$ cat config.mk
export PLATFORM = sky130hd
export DESIGN_NAME = first_fit_resource_map
export DESIGN_NICKNAME = d
export VERILOG_FILES = /design/src/rtl/core/ffrm_pkg.sv /design/src/rtl/core/first_fit_resource_map.sv /design/src/rtl/core/ffrm_ram.sv /design/src/rtl/core/ffrm_ctrl.sv /design/src/rtl/core/ffrm_dp.sv
export SDC_FILE = /design/constraint.sdc
export NUM_CORES = 2
export LEC_CHECK = 0
export CAP_MARGIN = 30
export CORE_MARGIN = 1.5
export CORE_UTILIZATION = 55
export CTS_CLUSTER_DIAMETER = 40
export DETAILED_ROUTE_END_ITERATION = 7
export DONT_BUFFER_PORTS = 1
export GPL_TIMING_DRIVEN = 0
export HOLD_SLACK_MARGIN = 0.15
export PLACE_DENSITY = 0.73
export SYNTH_ARGS = -nofsm -noshare
export SYNTH_HDL_FRONTEND = slang
export SYNTH_HIERARCHICAL = 1
export SYNTH_SLANG_ARGS = --single-unit
$ cat constraint.sdc
create_clock -name i_clk -period 11.2 [get_ports i_clk]
set_input_delay 1.68 -clock i_clk [delete_from_list [all_inputs] [get_ports i_clk]]
set_output_delay 1.68 -clock i_clk [all_outputs]
set_load 0.005 [all_outputs]
$ cat src/rtl/core/ffrm_pkg.sv
// Shared types, codes and field layout for the first-fit resource map.
package ffrm_pkg;

    localparam int DEF_TABLE_SLOTS = 64;
    localparam int DEF_UNIT_BITS   = 16;

    localparam int FIELD_W      = 16;
    localparam int STATUS_W     = 2;
    localparam int IN_TDATA_W   = 40;
    localparam int OUT_TDATA_W  = 24;
    localparam int IN_OP_LSB    = 0;
    localparam int IN_ADDR_LSB  = 1;
    localparam int IN_UNITS_LSB = 17;
    localparam int OUT_BASE_LSB = 0;
    localparam int OUT_STAT_LSB = 16;

    localparam int CFG_IDX_W  = 1;
    localparam int CFG_DATA_W = 16;
    localparam logic [CFG_IDX_W-1:0] CFG_START_ADDR = 1'b0;
    localparam logic [CFG_IDX_W-1:0] CFG_REGION_LEN = 1'b1;

    localparam logic OP_ALLOC = 1'b0;
    localparam logic OP_FREE  = 1'b1;

    typedef enum logic [STATUS_W-1:0] {
        ST_OK         = 2'd0,
        ST_NO_SPACE   = 2'd1,
        ST_TABLE_FULL = 2'd2,
        ST_ZERO_UNITS = 2'd3
    } t_status;

    typedef enum logic [2:0] {
        S_INIT, S_IDLE, S_ALLOC, S_FILL, S_LEFT, S_RIGHT, S_WRITE, S_DONE
    } t_state;

    typedef struct packed {
        logic init;
        logic accept;
        logic alloc_scan;
        logic fill;
        logic left;
        logic right;
        logic write_back;
        logic finish;
    } t_cmd;

    typedef struct packed {
        logic in_valid;
        logic in_zero;
        logic in_free;
        logic scan_done;
        logic alloc_hit;
        logic fill_ok;
        logic fill_fail;
        logic out_free;
    } t_stat;

endpackage

$ cat src/rtl/core/first_fit_resource_map.sv
// Top level of the first-fit resource map allocator.
//
//  Channel   Direction  Handshake            Contents
//  s_*       in         s_tvalid/s_tready    op, addr, units
//  m_*       out        m_tvalid/m_tready    base, status
//  i_cfg_*   in         i_cfg_we             start address, region length
//
// Zero-unit requests go straight to the done state. An allocate makes one scan of the
// table; a free makes a fill pass over the slots and then a left and a right merge scan:
// each scan walks the table one slot a cycle through the single read port of the RAM.
// After reset the init state loads slot zero before the first word is taken.
// A finished result waits in the output register; the next word is taken meanwhile,
// and its own result waits only if the output is still stalled.
module first_fit_resource_map #(
    parameter int TABLE_SLOTS = ffrm_pkg::DEF_TABLE_SLOTS,
    parameter int UNIT_BITS   = ffrm_pkg::DEF_UNIT_BITS
) (
    input  logic                             i_clk,
    input  logic                             i_rst_n,
    input  logic                             s_tvalid,
    output logic                             s_tready,
    input  logic [ffrm_pkg::IN_TDATA_W-1:0]  s_tdata,  // op, addr[15:0], units[15:0]
    output logic                             m_tvalid,
    input  logic                             m_tready,
    output logic [ffrm_pkg::OUT_TDATA_W-1:0] m_tdata,  // base[15:0], status[1:0]
    input  logic                             i_cfg_we,
    input  logic [ffrm_pkg::CFG_IDX_W-1:0]   i_cfg_idx,
    input  logic [ffrm_pkg::CFG_DATA_W-1:0]  i_cfg_data
);
    import ffrm_pkg::*;

    t_cmd  cmd;
    t_stat stat;

    ffrm_ctrl u_ctrl (
        .i_clk   (i_clk),
        .i_rst_n (i_rst_n),
        .i_stat  (stat),
        .o_cmd   (cmd)
    );

    ffrm_dp #(.TABLE_SLOTS(TABLE_SLOTS), .UNIT_BITS(UNIT_BITS)) u_dp (
        .i_clk      (i_clk),
        .i_rst_n    (i_rst_n),
        .i_cmd      (cmd),
        .o_stat     (stat),
        .i_s_tvalid (s_tvalid),
        .i_s_tdata  (s_tdata),
        .i_m_tready (m_tready),
        .o_m_tvalid (m_tvalid),
        .o_m_tdata  (m_tdata),
        .i_cfg_we   (i_cfg_we),
        .i_cfg_idx  (i_cfg_idx),
        .i_cfg_data (i_cfg_data)
    );

    assign s_tready = cmd.accept;

    // Once a word is taken the block is busy on the next cycle.
    a_busy_after_accept: assert property (@(posedge i_clk) disable iff (!i_rst_n)
        s_tvalid && s_tready |=> !s_tready)
        else $error("input taken again straight after a word");

    // Any result other than success carries a zero base.
    a_fail_base_zero: assert property (@(posedge i_clk) disable iff (!i_rst_n)
        m_tvalid && (m_tdata[OUT_STAT_LSB +: STATUS_W] != ST_OK)
        |-> (m_tdata[OUT_BASE_LSB +: FIELD_W] == '0))
        else $error("failed request returned a non-zero base");

    // A new result is only loaded while no input word is being taken.
    a_load_while_busy: assert property (@(posedge i_clk) disable iff (!i_rst_n)
        $rose(m_tvalid) |-> $past(!s_tready))
        else $error("result loaded while the input side was open");
endmodule

$ cat src/rtl/core/ffrm_ram.sv
// Generic single-port-write, single-port-read RAM with registered read data.
module ffrm_ram #(
    parameter int W  = 8,
    parameter int D  = 2,
    parameter int AW = (D > 1) ? $clog2(D) : 1
) (
    input  logic          i_clk,
    input  logic          i_we,
    input  logic [AW-1:0] i_waddr,
    input  logic [W-1:0]  i_wdata,
    input  logic [AW-1:0] i_raddr,
    output logic [W-1:0]  o_rdata
);
    logic [W-1:0] r_mem [D];
    logic [W-1:0] r_rdata;

    always_ff @(posedge i_clk) begin
        if (i_we) begin
            r_mem[i_waddr] <= i_wdata;
        end
        r_rdata <= r_mem[i_raddr];
    end

    assign o_rdata = r_rdata;
endmodule

$ cat src/rtl/core/ffrm_ctrl.sv
// Sequencer for the allocate, slot fill and merge passes.
module ffrm_ctrl (
    input  logic            i_clk,
    input  logic            i_rst_n,
    input  ffrm_pkg::t_stat i_stat,
    output ffrm_pkg::t_cmd  o_cmd
);
    import ffrm_pkg::*;

    t_state r_state;
    t_state n_state;

    always_ff @(posedge i_clk) begin
        if (!i_rst_n) begin
            r_state <= S_INIT;
        end else begin
            r_state <= n_state;
        end
    end

    always_comb begin
        n_state = r_state;
        case (r_state)
            S_INIT:  n_state = S_IDLE;
            S_IDLE: begin
                if (i_stat.in_valid) begin
                    if (i_stat.in_zero)      n_state = S_DONE;
                    else if (i_stat.in_free) n_state = S_FILL;
                    else                     n_state = S_ALLOC;
                end
            end
            S_ALLOC: begin
                if (i_stat.alloc_hit || i_stat.scan_done) n_state = S_DONE;
            end
            S_FILL: begin
                if (i_stat.fill_ok)        n_state = S_LEFT;
                else if (i_stat.fill_fail) n_state = S_DONE;
            end
            S_LEFT: begin
                if (i_stat.scan_done) n_state = S_RIGHT;
            end
            S_RIGHT: begin
                if (i_stat.scan_done) n_state = S_WRITE;
            end
            S_WRITE: n_state = S_DONE;
            S_DONE: begin
                if (i_stat.out_free) n_state = S_IDLE;
            end
            default: n_state = S_INIT;
        endcase
    end

    always_comb begin
        o_cmd = '0;
        case (r_state)
            S_INIT:  o_cmd.init       = 1'b1;
            S_IDLE:  o_cmd.accept     = 1'b1;
            S_ALLOC: o_cmd.alloc_scan = 1'b1;
            S_FILL:  o_cmd.fill       = 1'b1;
            S_LEFT:  o_cmd.left       = 1'b1;
            S_RIGHT: o_cmd.right      = 1'b1;
            S_WRITE: o_cmd.write_back = 1'b1;
            S_DONE:  o_cmd.finish     = 1'b1;
            default: o_cmd            = '0;
        endcase
    end
endmodule

$ cat src/rtl/core/ffrm_dp.sv
// Extent table, scan pipeline, merge arithmetic and output register.
module ffrm_dp #(
    parameter int TABLE_SLOTS = ffrm_pkg::DEF_TABLE_SLOTS,
    parameter int UNIT_BITS   = ffrm_pkg::DEF_UNIT_BITS
) (
    input  logic                             i_clk,
    input  logic                             i_rst_n,
    input  ffrm_pkg::t_cmd                   i_cmd,
    output ffrm_pkg::t_stat                  o_stat,
    input  logic                             i_s_tvalid,
    input  logic [ffrm_pkg::IN_TDATA_W-1:0]  i_s_tdata,
    input  logic                             i_m_tready,
    output logic                             o_m_tvalid,
    output logic [ffrm_pkg::OUT_TDATA_W-1:0] o_m_tdata,
    input  logic                             i_cfg_we,
    input  logic [ffrm_pkg::CFG_IDX_W-1:0]   i_cfg_idx,
    input  logic [ffrm_pkg::CFG_DATA_W-1:0]  i_cfg_data
);
    import ffrm_pkg::*;

    localparam int UB = UNIT_BITS;
    localparam int IW = (TABLE_SLOTS > 1) ? $clog2(TABLE_SLOTS) : 1;
    localparam int CW = $clog2(TABLE_SLOTS + 1);

    logic [UB-1:0]          r_cfg_start, r_cfg_total;
    logic [TABLE_SLOTS-1:0] r_valid;
    logic [CW-1:0]          r_siu, r_idx;
    logic                   r_ev;
    logic [IW-1:0]          r_ev_idx, r_slot;
    logic [UB-1:0]          r_addr, r_units, r_acc, r_base;
    t_status                r_status;
    logic                   r_out_valid;
    logic [FIELD_W-1:0]     r_out_base;
    t_status                r_out_status;

    logic          in_op;
    logic [UB-1:0] in_addr, in_units;
    logic [UB-1:0] rd_start, rd_len, sat_len, sat_start;
    logic [UB:0]   sum_len, sum_start, end_rd, end_cur;
    logic          cfg_hit, scan_act, scan_done, ev_live, ev_other;
    logic          alloc_hit, left_hit, right_hit;
    logic          fill_here, fill_free_slot, room;
    logic          out_free;
    logic          ram_we;
    logic [IW-1:0] ram_waddr;
    logic [2*UB-1:0] ram_wdata, ram_rdata;
    logic [UB-1:0] cfg_start_n, cfg_total_n;

    assign in_op    = i_s_tdata[IN_OP_LSB];
    assign in_addr  = UB'(i_s_tdata[IN_ADDR_LSB +: FIELD_W]);
    assign in_units = UB'(i_s_tdata[IN_UNITS_LSB +: FIELD_W]);

    assign cfg_hit = i_cfg_we &&
                     (i_cfg_idx == CFG_START_ADDR || i_cfg_idx == CFG_REGION_LEN);
    assign cfg_start_n = (i_cfg_idx == CFG_START_ADDR) ? UB'(i_cfg_data) : r_cfg_start;
    assign cfg_total_n = (i_cfg_idx == CFG_REGION_LEN) ? UB'(i_cfg_data) : r_cfg_total;

    assign rd_start = ram_rdata[2*UB-1:UB];
    assign rd_len   = ram_rdata[UB-1:0];

    // Sums are one bit wider so that adjacency is tested without wrap.
    assign sum_len   = {1'b0, rd_len} + {1'b0, r_acc};
    assign sum_start = {1'b0, rd_start} + {1'b0, r_units};
    assign end_rd    = {1'b0, rd_start} + {1'b0, rd_len};
    assign end_cur   = {1'b0, r_addr} + {1'b0, r_units};
    assign sat_len   = sum_len[UB]   ? {UB{1'b1}} : sum_len[UB-1:0];
    assign sat_start = sum_start[UB] ? {UB{1'b1}} : sum_start[UB-1:0];

    assign scan_act  = i_cmd.alloc_scan || i_cmd.left || i_cmd.right;
    assign scan_done = !r_ev && (r_idx >= r_siu);
    assign ev_live   = r_ev && r_valid[r_ev_idx];
    assign ev_other  = ev_live && (r_ev_idx != r_slot);
    assign alloc_hit = i_cmd.alloc_scan && ev_live && (rd_len >= r_units);
    assign left_hit  = i_cmd.left && ev_other && (end_rd == {1'b0, r_addr});
    assign right_hit = i_cmd.right && ev_other && (end_cur == {1'b0, rd_start});

    assign fill_here      = r_idx < r_siu;
    assign fill_free_slot = fill_here && !r_valid[r_idx[IW-1:0]];
    assign room           = r_siu < CW'(TABLE_SLOTS);

    assign out_free = !r_out_valid || i_m_tready;

    always_comb begin
        o_stat           = '0;
        o_stat.in_valid  = i_s_tvalid;
        o_stat.in_zero   = (in_units == '0);
        o_stat.in_free   = (in_op == OP_FREE);
        o_stat.scan_done = scan_done;
        o_stat.alloc_hit = alloc_hit;
        o_stat.fill_ok   = i_cmd.fill && (fill_free_slot || (!fill_here && room));
        o_stat.fill_fail = i_cmd.fill && !fill_here && !room;
        o_stat.out_free  = out_free;
    end

    always_comb begin
        ram_we    = 1'b0;
        ram_waddr = '0;
        ram_wdata = {r_cfg_start, r_cfg_total};
        if (cfg_hit) begin
            ram_we    = 1'b1;
            ram_wdata = {cfg_start_n, cfg_total_n};
        end else if (i_cmd.init) begin
            ram_we = 1'b1;
        end else if (alloc_hit && (rd_len != r_units)) begin
            // A larger fit is shrunk from its low end.
            ram_we    = 1'b1;
            ram_waddr = r_ev_idx;
            ram_wdata = {sat_start, rd_len - r_units};
        end else if (i_cmd.write_back) begin
            ram_we    = 1'b1;
            ram_waddr = r_slot;
            ram_wdata = {r_addr, r_acc};
        end
    end

    ffrm_ram #(.W(2 * UB), .D(TABLE_SLOTS), .AW(IW)) u_ram (
        .i_clk   (i_clk),
        .i_we    (ram_we),
        .i_waddr (ram_waddr),
        .i_wdata (ram_wdata),
        .i_raddr (r_idx[IW-1:0]),
        .o_rdata (ram_rdata)
    );

    always_ff @(posedge i_clk) begin
        if (!i_rst_n) begin
            r_cfg_start <= '0;
            r_cfg_total <= '0;
            r_valid     <= TABLE_SLOTS'(1);
            r_siu       <= CW'(1);
            r_idx       <= '0;
            r_ev        <= 1'b0;
            r_out_valid <= 1'b0;
        end else begin
            if (cfg_hit) begin
                r_cfg_start <= cfg_start_n;
                r_cfg_total <= cfg_total_n;
                r_valid     <= TABLE_SLOTS'(1);
                r_siu       <= CW'(1);
            end

            if (i_cmd.accept && i_s_tvalid) begin
                r_addr   <= in_addr;
                r_units  <= in_units;
                r_acc    <= in_units;
                r_base   <= '0;
                r_status <= (in_units == '0) ? ST_ZERO_UNITS : ST_OK;
            end

            // Read issue runs one slot ahead of evaluation.
            if (scan_act) begin
                if (scan_done || alloc_hit) begin
                    r_idx <= '0;
                    r_ev  <= 1'b0;
                end else if (r_idx < r_siu) begin
                    r_ev     <= 1'b1;
                    r_ev_idx <= r_idx[IW-1:0];
                    r_idx    <= r_idx + CW'(1);
                end else begin
                    r_ev <= 1'b0;
                end
            end

            if (i_cmd.alloc_scan && scan_done) begin
                r_status <= ST_NO_SPACE;
            end
            if (alloc_hit) begin
                r_base <= rd_start;
                if (rd_len == r_units) begin
                    r_valid[r_ev_idx] <= 1'b0;
                end
            end

            if (i_cmd.fill) begin
                if (fill_free_slot) begin
                    r_slot                   <= r_idx[IW-1:0];
                    r_valid[r_idx[IW-1:0]]   <= 1'b1;
                    r_idx                    <= '0;
                end else if (fill_here) begin
                    r_idx <= r_idx + CW'(1);
                end else begin
                    r_idx <= '0;
                    if (room) begin
                        r_slot                 <= r_siu[IW-1:0];
                        r_valid[r_siu[IW-1:0]] <= 1'b1;
                        r_siu                  <= r_siu + CW'(1);
                    end else begin
                        r_status <= ST_TABLE_FULL;
                    end
                end
            end

            // A left neighbour absorbs the new extent and becomes the slot.
            if (left_hit) begin
                r_valid[r_slot] <= 1'b0;
                r_slot          <= r_ev_idx;
                r_addr          <= rd_start;
                r_units         <= sat_len;
                r_acc           <= sat_len;
            end
            if (right_hit) begin
                r_acc             <= sat_len;
                r_valid[r_ev_idx] <= 1'b0;
            end

            if (i_cmd.finish && out_free) begin
                r_out_valid  <= 1'b1;
                r_out_base   <= FIELD_W'(r_base);
                r_out_status <= r_status;
            end else if (i_m_tready) begin
                r_out_valid <= 1'b0;
            end
        end
    end

    assign o_m_tvalid = r_out_valid;
    assign o_m_tdata  = {{(OUT_TDATA_W - FIELD_W - STATUS_W){1'b0}},
                         r_out_status, r_out_base};
endmodule
After elaboration in Yosys (flattened, before gate mapping)
Memory sizes are Yosys's and may differ from the RTL's. A register that Yosys moved wholly into a read port is not among the register bits.
Cells that the tools add are included.
W data, S select, Z words.
{ "op_classes": {"n_bitwise": 8, "n_lt_le_gt_ge": 12, "div": 0, "eq_ne": 19, "multipliers": 0, "n_shift": 0, "add_sub_neg": 7, "n_mux": 95, "reduce_logical": 50} }
{ "op_table": {"columns": ["operator", "count"], "rows": [
  ["$mux W64", 13],
  ["$and A64 B64 Y64", 3],
  ["$mux W16", 11],
  ["$mux W32", 4],
  ["$not A64 Y64", 2],
  ["$or A64 B64 Y64", 2],
  ["$mux W7", 11],
  ["$add A16 B16 Y17", 4],
  ["$mux W6", 9],
  ["$eq A17 B16 Y1", 2],
  ["$lt A6 B7 Y1 const B", 4],
  ["$mux W1", 25],
  ["$demux W1 S6", 4],
  ["$ge A6 B1 Y1 const B", 4],
  ["$mux W3", 8],
  ["$pmux W3 S8", 1],
  ["$logic_and A1 B1 Y1", 22],
  ["$eq A16 B16 Y1", 1],
  ["$ge A16 B16 Y1", 1],
  ["$logic_not A16 Y1", 1],
  ["$ne A16 B16 Y1", 1],
  ["$sub A16 B16 Y16", 1],
  ["$add A7 B1 Y7 const B", 2],
  ["$mux W2", 7],
  ["21 further kinds", 48]
]} }
{ "word_totals": {"memories": 1, "rom_bits": 0, "latchBits": 0, "word_cells": 209, "mem_bits_rw": 2048, "register_bits": 211, "inputBits": 62, "out_inout_bits": 26} }
{ "mem_list": {"columns": ["name", "depth", "width", "rd", "rd_clocked_by_memory_dff", "write_ports", "line_no", "source"], "rows": [
  ["u_dp.u_ram.r_mem", 64, 32, 1, 1, 1, "ffrm_ram.sv:14", "logic [W-1:0] r_mem [D];"]
]} }

Depth between registers and ports, before layout
{ "logic_depth": {"word_depth": 20, "depth_mapped": 17, "depth_no_buf": 14} }

By module
Netlist, hierarchy kept.
{ "modules_own_cells": {"columns": ["mod", "area_per_inst_um2", "instances", "cells_per_inst"], "rows": [
  ["ffrm_ram", 78515.3, 1, 3324],
  ["ffrm_dp", 17661.9, 1, 2097],
  ["ffrm_ctrl", 306.5, 1, 40]
]} }

Least setup slack after synthesis
Ideal clock, no wire load.
{ "synth_timing": {"kind": "register to register", "from": "register u_dp.r_units[0]", "to": "memory u_dp/u_ram/r_mem[0][10] in the netlist's numbering, data pin", "setup_time_ps": 740, "path_stages_with_launch": 14, "setup_slack_ps": 4790, "arrival_ps": 5670, "n_path_buf": 1, "cell_sequence": "edfxtp_1 > ha_1 > fa_1 > nor2b_1 > o31ai_1 > a211oi_1 > nor4_1 > or2_2 > or4b_1 > a21oi_1 > or2_2 > buf_2 > nor2_1 > a221oi_1"} }
{ "synth_between": {"elab_chain_cells": 6} }
{ "synth_lines": {"columns": ["item", "line_no", "source"], "rows": [
  ["start, declared", "ffrm_dp.sv:30", "logic [UB-1:0] r_addr, r_units, r_acc, r_base;"],
  ["start signal, assigned", "ffrm_dp.sv:144", "r_units <= in_units;"],
  ["start signal, assigned", "ffrm_dp.sv:198", "r_units <= sat_len;"],
  ["$ge A16 B16 Y1", "ffrm_dp.sv:73", "assign alloc_hit = i_cmd.alloc_scan && ev_live && (rd_len >= r_units);"],
  ["$logic_and A1 B1 Y1", "ffrm_dp.sv:73", null],
  ["$logic_and A1 B1 Y1", "ffrm_dp.sv:104", "end else if (alloc_hit && (rd_len != r_units)) begin"],
  ["$mux W32 (*)", "ffrm_dp.sv:104", null],
  ["$mux W32 (*)", "ffrm_dp.sv:102", "end else if (i_cmd.init) begin"],
  ["$mux W32 (*)", "ffrm_dp.sv:99", "if (cfg_hit) begin"],
  ["named net u_dp.ram_wdata[10]", "ffrm_dp.sv:46", "logic [2*UB-1:0] ram_wdata, ram_rdata;"],
  ["end, declared", "ffrm_ram.sv:14", null]
]} }
The timed path passes the listed nets; every way through them passes the cells marked *.

Worst setup path after layout
{ "layout_timing": {"from": "register u_dp.r_ev_idx[2]", "to": "memory u_dp/u_ram/r_mem[47][27] in the netlist's numbering (enable)"} }
{ "layout_rtl": {"columns": ["item", "line_no", "source"], "rows": [
  ["start, declared", "ffrm_dp.sv:29", "logic [IW-1:0] r_ev_idx, r_slot;"],
  ["start signal, assigned", "ffrm_dp.sv:157", "r_ev_idx <= r_idx[IW-1:0];"],
  ["$bmux W1 S6", "ffrm_dp.sv:71", "assign ev_live = r_ev && r_valid[r_ev_idx];"],
  ["$mux W1 (not written as such)", "ffrm_dp.sv:71", null],
  ["$logic_and A1 B1 Y1", "ffrm_dp.sv:71", null],
  ["$logic_and A1 B1 Y1 (2 in series)", "ffrm_dp.sv:73", null],
  ["$logic_and A1 B1 Y1", "ffrm_dp.sv:104", null],
  ["$mux W6", "ffrm_dp.sv:104", null],
  ["$mux W6", "ffrm_dp.sv:102", null],
  ["$mux W6", "ffrm_dp.sv:99", null],
  ["named net u_dp.ram_waddr[0]", "ffrm_dp.sv:45", "logic [IW-1:0] ram_waddr;"]
]} }
The timed path passes the listed nets, and every way through them passes these cells. The select of a mux whose other input is x is not followed.

==> metrics.yaml <==
yosysSeqAreaShare_pct: 69.78
cts_root_buf: "clkbuf_16"
fin_total_pwr_mw: 25.02
fin_hold_ws_ps: 417.7
min_period_ps: 7535
final.setup_skew_ps: 107.0
num_rows: 153
place_congestion: 1.001
hpwl_um: 216300
antenna_left: 0
drt_first_pass_iters: 8
synthesis.yosys.warnings: 6
crit_type: "reg2reg"
crit_fanout: 17
cts_hold_buf: 0
drv_slew: 0
slew_headroom_pct: 18.86
viasPerCell: 7.201
hold_path_depth: 0
initial_utilization_pct: 55.45
nets: 6164
synth_flop_cell: "edfxtp_1"
violations: "design-rule violations"
hold_viol_final: 0
crit_path_end_kind: "flop"
r2r-end: "u_dp/u_ram/r_mem[47][27]$_DFFE_PP_"
wl_um: 335300
die_w_um: 421.8
grt_pass1_vias: 59880
tritoncts: "done"
fp.dieArea_um2: 177900
async_flop_share_pct: 0
synth_top_area_cell: "edfxtp_1"
reg2reg_slack_ps: 3670
route.detailed.drc: 53
areaGrowthSynthToFinish_pct: 17.82
synth_most_common_cell: "edfxtp_1"
wl_per_cell_um: 39.12
num_vias: 61710
instances_no_fill: 8570
worstRegToRegCells: 13
rr_startpoint: "u_dp/r_ev_idx[2]$_DFFE_PP_"
core_area_um2: 174000
final_area_um2: 113700
p_per_area_nw_per_um2: 220.1
hp-class: "reg2reg"
vdd_ir_drop_max_uv: 227.6
worstSkewPairLatency_ps: 980
synth_area_um2: 96480
synthTopCellsByArea: "edfxtp_1 67%, mux4_2 13%, dfxtp_1 3.1%, mux2i_1 1.6%, ha_1 1.2%"
grt_antenna_before_repair: 15
grt_pass1_wl_um: 460400
synth_edf_count: 2144
io_buffers: 0
cts_max_path_buffers: 4
grt_max_degree: 56
cp_slowest_stage_delay_ps: 1230
critPathSlowestCell: "nor2_4"
min_period_over_period_pct: 67.27
cts_setup_buffers: 0
path_cells: "buf_4 -> nor3_2 -> a22oi_1 -> a21boi_1 -> a211o_2 -> nor4_4 -> nor4b_2 -> clkbuf_1 -> nand2_1 -> a21oi_1 -> nand4_1 -> nor2_4 -> buf_12"
cts_buffers: 303
num_io_pins: 88
fillCellCount: 11120
holdPathEnd: "u_dp/r_out_base[7]$_DFFE_PP_"
placedCellCount: 8012
ys_ff_latch: 2291
gr-total-overflow: 0
cts_resized: 0
synth_cells: 5461
p_leak_nw: 36.45
first_iter_violations: 11140
largest_reg_flops: 2048
finish.utilization_pct: 65.33
yosysTopAreaCellShare_pct: 66.73
drv_cap: 0
clk_pin_slew_ps: 60
max_freq_mhz: 132.7
placed_area_um2: 103400
tightest_slew_ps: 1217
final_layout_size_suffix_gt1_share_pct: 25.39
hold_start: "u_dp/r_base[7]$_SDFFCE_PP0P_"
setup_violations: 0
cp.arrival_ps: 8150
cts_sinks: 2291
grtUsageTotal_pct: 37.42
run_status: "finished, violations left"
startpoint_type: "flop"
syn_avg_cell_area_um2: 17.67
ys_top_cells_by_count: "2144 x edfxtp_1, 569 x mux4_2, 276 x nand2_1"
rsz0062_at_grt: "no"
ys_types: 96
die_h_um: 421.8
h-tree-depth: 5
critPathRequiredTime_ps: 11810
regMostFlops: "u_dp/u_ram/r_mem"
cells by family after synthesis:
family | synth area share, %
fa+ha+maj | 1.258
simple gates | 4.587
mux | 15.36
buf+inv | 2.000
other cells | 0.003887
flops | 69.78
xor+xnor | 0.8261
compound gates | 6.192
worst max-delay path, delay by kind of cell, from the launching register on:
| kind | cells | cell delay [ps] |
|---|---|---|
| flops | 1 | 540 |
| buf+inv | 3 | 1160 |
| simple gates | 6 | 4040 |
| compound gates | 4 | 1460 |
per-layer routing:
| metal | wire [um] | track usage, % |
|---|---|---|
| met5 | 241 | 0 |
| met4 | 28360 | 25.31 |
| met3 | 45930 | 11.66 |
| met2 | 152000 | 57.27 |
| met1 | 108700 | 45.91 |
placed cells by master, fill, tap and decap left out, types with 42 or more instances in the layout:
cell       count
xnor2_1       57
buf_4        112
nand2_1      276
nand3_1       74
buf_12        75
nand2b_1      47
o21ai_0      125
edfxtp_1    2144
buf_2         82
nor2_1       168
clkbuf_16    315
o211ai_1      42
buf_8         42
ha_1          89
nor3_1        48
clkbuf_1     228
dfxtp_1      147
o22ai_1      135
mux2i_1      156
a21oi_1      157
buf_6         43
nor2_4        63
mux4_2       569
inv_1         72
a31oi_1      112
area by class of cell:
type	count	area, um^2	area share, %
diodes	11	27.53	0.02421
clock buffers	357	8060	7.090
well taps	2325	2909	2.559
plain buffers	346	1644	1.446
flip-flops and latches	2291	67320	59.22
repair buffers	237	3488	3.069
inverters	76	285.3	0.2509
clock inverters	174	2029	1.785
multi-input cells	2753	27910	24.55
report_power, final:
part / internal [mW] / switching [mW]
Sequential: 9.71 / 0.271
Combinational: 2.08 / 3.22
Clock: 5.95 / 3.80
stage by stage:
stage | setup TNS [ps] | setup slack [ps]
3_3_place_gp | -158840 | -1460
4_1_cts | 0 | 3937
3_5_place_dp | 0 | 4048
5_1_grt | 0 | 3565
6_report | 0 | 3665
2_1_floorplan | 0 | 4790
how the worst max path moves through the flow:
| stage | startpoint | endpoint | slack (ps) | cells past startpoint |
|---|---|---|---|---|
| floorplan | u_dp/r_units[0]$_DFFE_PP_ | u_dp/u_ram/r_mem[0][10]$_DFFE_PP_ | 4790 | 13 |
| global placement | u_dp/r_ev_idx[1]$_DFFE_PP_ | u_dp/u_ram/r_mem[10][15]$_DFFE_PP_ | -1460 | 11 |
| detailed placement | u_dp/u_ram/o_rdata[0]$_DFF_P_ | u_dp/u_ram/r_mem[47][19]$_DFFE_PP_ | 4050 | 16 |
| CTS | u_dp/u_ram/o_rdata[0]$_DFF_P_ | u_dp/u_ram/r_mem[23][10]$_DFFE_PP_ | 3940 | 16 |
| global route | u_dp/u_ram/o_rdata[1]$_DFF_P_ | u_dp/u_ram/r_mem[23][13]$_DFFE_PP_ | 3570 | 15 |
| finish | u_dp/r_ev_idx[2]$_DFFE_PP_ | u_dp/u_ram/r_mem[47][27]$_DFFE_PP_ | 3670 | 13 |
Power figures use the tool's default switching activity.
